`config.mk`:
```
export PLATFORM = sky130hd
export DESIGN_NAME = mnep_format
export DESIGN_NICKNAME = d
export VERILOG_FILES = /design/src/hw/rtl/mnep_pkg.sv /design/src/hw/rtl/mnep_format.sv
export SDC_FILE = /design/constraint.sdc
export NUM_CORES = 1
export LEC_CHECK = 0
export BUFFER_PORTS_ARGS = -buffer_cell sky130_fd_sc_hd__buf_2
export CORE_MARGIN = 1
export CORE_UTILIZATION = 35
export CTS_CLUSTER_SIZE = 12
export DETAILED_ROUTE_END_ITERATION = 16
export PLACE_DENSITY = 0.62
export SLEW_MARGIN = 20
export SYNTH_ARGS = -nofsm -noshare
export SYNTH_HDL_FRONTEND = slang
export SYNTH_SLANG_ARGS = --single-unit
export TNS_END_PERCENT = 5
```
`constraint.sdc`:
```
create_clock -name i_clk -period 8.2 [get_ports i_clk]
set_input_delay 0.41 -clock i_clk [delete_from_list [all_inputs] [get_ports i_clk]]
set_output_delay 0.41 -clock i_clk [all_outputs]
set_load 0.005 [all_outputs]
```
`src/hw/rtl/mnep_pkg.sv`:
```
// ============================================================================
// mnep_pkg
// Types, codes and helpers of the MIDI note event pairer.
// ============================================================================
package mnep_pkg;

    localparam int NUM_KEYS = 128;
    localparam int KEY_W    = $clog2(NUM_KEYS);
    localparam int TICK_W   = 32;
    localparam int ENTRY_W  = TICK_W + 8;

    localparam logic [7:0] CMD_NOTE_OFF = 8'h80;
    localparam logic [7:0] CMD_NOTE_ON  = 8'h90;
    localparam logic [7:0] CMD_CTRL     = 8'hB0;
    localparam logic [7:0] CMD_PROG     = 8'hC0;
    localparam logic [7:0] CMD_SYS      = 8'hF0;
    localparam logic [7:0] CMD_META     = 8'hFF;
    localparam logic [7:0] META_TEMPO   = 8'h51;
    localparam logic [7:0] META_METER   = 8'h58;
    localparam logic [7:0] META_KEYSIG  = 8'h59;
    localparam logic [7:0] NIBBLE_MASK  = 8'h0F;

    typedef enum logic [2:0] {
        KIND_NOTE,
        KIND_CTRL,
        KIND_INSTR,
        KIND_TEMPO,
        KIND_METER,
        KIND_KEYSIG
    } t_kind;

    typedef struct packed {
        logic [7:0]        track_number;
        logic [TICK_W-1:0] event_tick;
        logic [7:0]        byte_five;
        logic [7:0]        byte_four;
        logic [7:0]        byte_three;
        logic [7:0]        byte_two;
        logic [7:0]        byte_one;
        logic [7:0]        status;
    } t_event;

    typedef struct packed {
        logic              hit;
        logic [7:0]        velocity;
        logic [TICK_W-1:0] start;
    } t_lookup;

    typedef struct packed {
        logic [2:0]        pad;
        logic              start_unknown;
        logic [7:0]        track;
        logic [3:0]        channel;
        logic [7:0]        accidentals;
        logic [15:0]       amount;
        logic [23:0]       number;
        logic [TICK_W-1:0] duration;
        logic [TICK_W-1:0] start_time;
    } t_record;

    function automatic logic [7:0] command(input logic [7:0] status);
        logic [7:0] cmd;
        cmd = status & ~NIBBLE_MASK;
        if (cmd == CMD_SYS) begin
            cmd = status;
        end
        return cmd;
    endfunction

    function automatic logic key_in_range(input logic [7:0] key);
        return {1'b0, key} < 9'(NUM_KEYS);
    endfunction

endpackage

```
`src/hw/rtl/mnep_format.sv`:
```
// ============================================================================
// mnep_format
// Builds the result record from an event and its table lookup, output register.
// ============================================================================
module mnep_format
    import mnep_pkg::*;
(
    input  logic          i_clk,
    input  logic          i_rst_n,
    input  logic          i_valid,
    input  t_event        i_event,
    input  t_lookup       i_lookup,
    output logic          o_take,
    output logic          o_valid,
    input  logic          i_ready,
    output t_record       o_record,
    output t_kind         o_kind
);

    logic    r_out_valid;
    t_record r_record;
    t_kind   r_kind;
    logic    w_take;
    logic    w_emit;
    t_record w_rec;
    t_kind   w_kind;

    assign w_take = !r_out_valid || i_ready;

    always_comb begin
        logic [7:0] cmd;
        logic [3:0] chan;
        cmd    = command(i_event.status);
        chan   = 4'(i_event.status & NIBBLE_MASK);
        w_rec  = '0;
        w_kind = KIND_NOTE;
        w_emit = 1'b0;
        w_rec.track = i_event.track_number;
        if (cmd == CMD_NOTE_ON && i_event.byte_two != 8'd0) begin
            w_emit = 1'b0;
        end else if (cmd == CMD_NOTE_ON || cmd == CMD_NOTE_OFF) begin
            w_emit         = 1'b1;
            w_rec.number   = 24'(i_event.byte_one);
            w_rec.channel  = chan;
            if (i_lookup.hit) begin
                w_rec.start_time = i_lookup.start;
                w_rec.duration   = i_event.event_tick - i_lookup.start;
                w_rec.amount     = 16'(i_lookup.velocity);
            end else begin
                w_rec.start_unknown = 1'b1;
            end
        end else if (cmd == CMD_CTRL) begin
            w_emit           = 1'b1;
            w_kind           = KIND_CTRL;
            w_rec.start_time = i_event.event_tick;
            w_rec.number     = 24'(i_event.byte_one);
            w_rec.amount     = 16'(i_event.byte_two);
            w_rec.channel    = chan;
        end else if (cmd == CMD_PROG) begin
            w_emit           = 1'b1;
            w_kind           = KIND_INSTR;
            w_rec.start_time = i_event.event_tick;
            w_rec.number     = 24'(i_event.byte_one);
            w_rec.channel    = chan;
        end else if (cmd == CMD_META) begin
            w_rec.start_time = i_event.event_tick;
            if (i_event.byte_one == META_TEMPO) begin
                w_emit       = 1'b1;
                w_kind       = KIND_TEMPO;
                w_rec.number = {i_event.byte_three, i_event.byte_four, i_event.byte_five};
            end else if (i_event.byte_one == META_METER) begin
                w_emit       = 1'b1;
                w_kind       = KIND_METER;
                w_rec.number = 24'(i_event.byte_three);
                if (i_event.byte_four > 8'd15) begin
                    w_rec.amount = 16'h8000;
                end else begin
                    w_rec.amount = 16'd1 << i_event.byte_four[3:0];
                end
            end else if (i_event.byte_one == META_KEYSIG) begin
                w_emit            = 1'b1;
                w_kind            = KIND_KEYSIG;
                w_rec.amount      = 16'(i_event.byte_four);
                w_rec.accidentals = i_event.byte_three;
            end
        end
    end

    always_ff @(posedge i_clk) begin
        if (!i_rst_n) begin
            r_out_valid <= 1'b0;
        end else if (w_take) begin
            r_out_valid <= i_valid && w_emit;
        end
    end

    always_ff @(posedge i_clk) begin
        if (w_take && i_valid && w_emit) begin
            r_record <= w_rec;
            r_kind   <= w_kind;
        end
    end

    assign o_take   = w_take;
    assign o_valid  = r_out_valid;
    assign o_record = r_record;
    assign o_kind   = r_kind;

endmodule

```
Word level (Yosys, flattened, before mapping)
Index checks and enable logic that the tools add are counted. Widths: inputs -> output; s select.

Flip-flop bits (word level): 129. Output and inout port bits: 133. Input bits: 133. Logic and storage cells: 80.

Multiplexer cells: 36. Reductions and logical operators: 15. Equal/unequal tests: 9. Order comparisons: 1. Shift-type cells: 1. Bitwise gates (word level): 4. Add/subtract/negate cells: 1.

Operator list (count): $mux 32 (5); $mux 40 (3); $mux 24 (3); $mux 16 (4); $eq 8x8->1 const B (5); $sub 32x32->32 (1); $eq 8x7->1 const B (3); $mux 4 (4); $mux 8 (2); $shl 1x4->16 const A (1); $mux 1 (10); $gt 8x4->1 const B (1); $reduce_bool 8->1 (1); $reduce_or 8->1 (1); $mux 2 (3); $mux 3 (2); $reduce_or 3->1 (2); $reduce_or 6->1 (1); $reduce_or 5->1 (1); $eq 4x4->1 const B (1); $logic_and 1x1->1 (4); $not 1->1 (4); $reduce_or 2->1 (2); $logic_or 1x1->1 (2); $logic_not 1->1 (1).

Logic depth before layout (Yosys ltp)
Word-level depth: 10. Mapped depth: 10. Gate-level depth less buffers: 10.

Worst setup path before layout
OpenSTA, ideal clock, no wires.

Path type: in2reg. Start point: input i_event[19] (netlist name). End point: register r_kind[0] (netlist: o_kind[0]), enable pin. Arrival time: 7.124 ns. Stages: 6. Setup slack: 0.444 ns. Path through: or4_4 o21ai_4 nor3_1 nor2b_1 o21ai_0 nor2b_1.

Longest elaborated chain between the ends: 4.

Ends and longest elaborated chain: start, declared (line mnep_format.sv:11) `input t_event i_event,`; $reduce_bool 8->1 (line mnep_format.sv:39) `if (cmd == CMD_NOTE_ON && i_event.byte_two != 8'd0) begin`; $logic_and 1x1->1 (line mnep_format.sv:39); $mux 1 (line mnep_format.sv:39); $logic_and 1x1->1 (line mnep_format.sv:98) `if (w_take && i_valid && w_emit) begin`; end signal, assigned (line mnep_format.sv:100) `r_kind <= w_kind;`; end, declared (line mnep_format.sv:22) `t_kind r_kind;`.

No other way between the ends. A chain may end at the register's enable or synchronous reset.

Final worst setup path
Start point: input i_event[19] (netlist name). End point: register r_record, in the netlist o_record[48], enable pin.

Longest elaborated chain between the ends: 4.

Ends and longest elaborated chain: $reduce_bool 8->1 (line mnep_format.sv:39); $logic_and 1x1->1 (line mnep_format.sv:39); $mux 1 (line mnep_format.sv:39); $logic_and 1x1->1 (line mnep_format.sv:98); end signal, assigned (line mnep_format.sv:99) `r_record <= w_rec;`; end, declared (line mnep_format.sv:21) `t_record r_record;`.

No other way between the ends.

==> metrics <==
Die Height 145 um; Switching Fraction 24.8%; Synth Area in Compound Gates 15.2%; max-cap viol count 0; Comb pwr share 13.2%; die area 0.0211 sq mm; Synth area leader edfxtp_1; register area share after synthesis 53.7%; register bit count reported by yosys 129; CP startpoint i_event[19]; Clock Tree Buf Depth 2; # DRC 0; Avg Vias per Cell 5.05; Worst Setup End Kind register; Post-CTS Setup Bufs 0; area growth from synthesis to layout 29.8%; Hold Startpoint i_event[84]; Post-Syn Area 0.00719 sq mm; Initial Util 35.7%; Peak supply drop 0.136 mV; switching pwr 0.440 mW; post-detail-place hpwl 15.4 mm; worst setup margin 5450 ps; Worst Path Arrival 2790 ps; Hold Slack 170 ps; post-route minimum period 2750 ps; Placed Area 0.00872 sq mm; Fmax 363 MHz; crit-path max cell delay 730 ps; TritonCTS buffer count 17; Max transition margin 31.5%; P_leak 4.30 nW; Nets 1112; RSZ-0062 raised after global routing false; main combinational cell family by area after synthesis simple AND/OR/NAND/NOR gates; Worst R2R Path Depth 3; Avg WL per Cell 16.7 um; Clock Tree Root clkbuf_16; die span in x 145 um; core area 0.0202 sq mm; synth unique cells 64; Total Wirelength 20.6 mm; synthesized instance count 696; TritonCTS clock tree built; Worst-Margin Slew 1030 ps; largest net degree at the start of global routing 77; Synth Warn # 0; Setup TNS 0 ps; antenna violations before repair 2; row count 52; slowest CP cell buf_4; top cells by area, synth edfxtp_1 53%, ha_1 5.4%, o21ai_0 4.1%, nand2_1 3.8%, nor2_1 3.6%; DR vias 6221; Initial DRC Count 398; fin cells 1231; final period utilization 33.6%; post_cts resized 0; adder-cell share of the synthesized area 5.67%; post-route ant nets 0; WP data required 8230 ps; CP Cell Sequence buf_2 > or4_4 > o21ai_4 > nor3_1 > nor2b_1 > o21ai_0 > nor2b_4 > buf_4; Cells after DPL 1198; Reg clk slew, reported paths 60 ps; DRT Pass-1 Iters 5; Crit Reg-Reg Startpoint o_valid; Hold WC Path Type primary input to register; simple-gate share of the synthesized area 17.9%; Synth Flop Type edfxtp_1; Setup crit start kind primary input; internal power 1.33 mW; total gr overflow 0; Fin. Hold Viols 0; mux contribution to synthesized area 0.418%; outcome finished, final reports clean; Clock power frac 45.3%; Yosys top cell area share 53.4%; final setup fails 0; vias in the first global route 5909; post-route cell area 0.00934 sq mm; Worst-Skew Late Latency 410 ps; clock skew 6.59 ps; H-tree Lvls 4; Crit Path Class primary input to register; Avg Inst Size Synth 10.3 sq um; io pins 266; Post-synth EDFFs 128; max-slew violations 0; Worst Hold Depth 1; Pwr Density 190 mW/mm^2; global placer's final weighted congestion 0.840; Post-synth ARST share 0%; share of cells above drive strength 1 32.8%; # hold bufs at CTS 0; sequential share of power 41.4%; Crit Path Max Fanout 76; Place WS 5030 ps; Buffers on Ports 262; first-pass GRT wire length 31.9 mm; CTS sink count 129; GRT Util Overall 19.5%; xor-xnor portion of the synthesized cell area 2.44%
-- worst paths after layout --
path                                      end  slack (ps)
worst min register to register        o_valid         610
worst max-delay path             o_record[48]        5450
worst max register to register   o_record[48]        6380
worst min-delay path            o_record[120]         170
-- power groups by stage --
| stage | Sequential, mW | Combinational, mW | Clock [mW] |
|---|---|---|---|
| after CTS | 0.733 | 0.235 | 0.815 |
| after global routing | 0.734 | 0.262 | 0.841 |
| after detailed placement | 0.747 | 0.234 | 0 |
| after floorplan | 0.752 | 0.144 | 0 |
| final | 0.733 | 0.234 | 0.803 |
| after global placement | 0.747 | 0.232 | 0 |
-- synth_stat cells (all sizes together), types with 15 or more instances --
master / n
o21ai: 62
clkbuf: 23
edfxtp: 128
ha: 31
buf: 15
and2: 16
nand2: 73
inv: 40
nor2: 70
and3: 23
a21oi: 45
nand3: 16
-- cell families after synthesis --
| logic type | count (synthesis) |
|---|---|
| AO/OA/AOI/OAI | 175 |
| XOR/XNOR | 20 |
| adder cells (fa/ha/maj) | 32 |
| buffers and inverters | 78 |
| flip-flops | 129 |
| multiplexers | 3 |
| other | 1 |
| AND/OR/NAND/NOR | 258 |
-- through the flow --
| step | power [mW] | utilization, % |
|---|---|---|
| after floorplan | 0.897 | - |
| after global placement | 0.979 | 43.2 |
| after detailed placement | 0.981 | 43.2 |
| after CTS | 1.78 | 46.3 |
| after global routing | 1.84 | 46.3 |
| final | 1.77 | 46.3 |
-- worst max-delay path, delay by kind of cell --
| kind | cells | cell delay [ps] |
|---|---|---|
| AOI/OAI and AO/OA | 2 | 390 |
| buffers and inverters | 2 | 840 |
| and+or+nand+nor | 4 | 1020 |
-- metal layers --
layer  vias up  part of all wire [%]  GRT usage, %
li1       3043                     -             -
met2       233                    49          33.2
met5         -                 0.054             0
met3        18                   6.5          4.64
met1      2925                    43          24.4
met4         2                   1.1          5.68
-- layout by cell type (no fill, tap or decap), types with 11 or more instances in the layout --
cell type and instances:
a21oi_1 45, and2_1 15, and3_1 23, buf_2 262, clkbuf_16 17, edfxtp_1 128
ha_1 31, inv_1 40, nand2_1 73, nand3_1 14, nand4_1 12, nor2_1 69
nor3_1 12, o21ai_0 59, xor2_1 11
-- layout make-up --
type                       count  area, sq um
antenna                        2         5.00
clock buffer                  17          425
clock inverter                14          189
fill                        1956        10800
inverter                      40          150
multi-input combinational    491         3010
sequential                   129         3860
tap                          270          338
timing repair buffer         268         1360
-- sequential cells by signal, indices dropped and copies added, names as in the netlist --
name and flops:
o_valid 1, o_record 125, o_kind 3
Note: power is estimated with default switching activity, not from simulation.
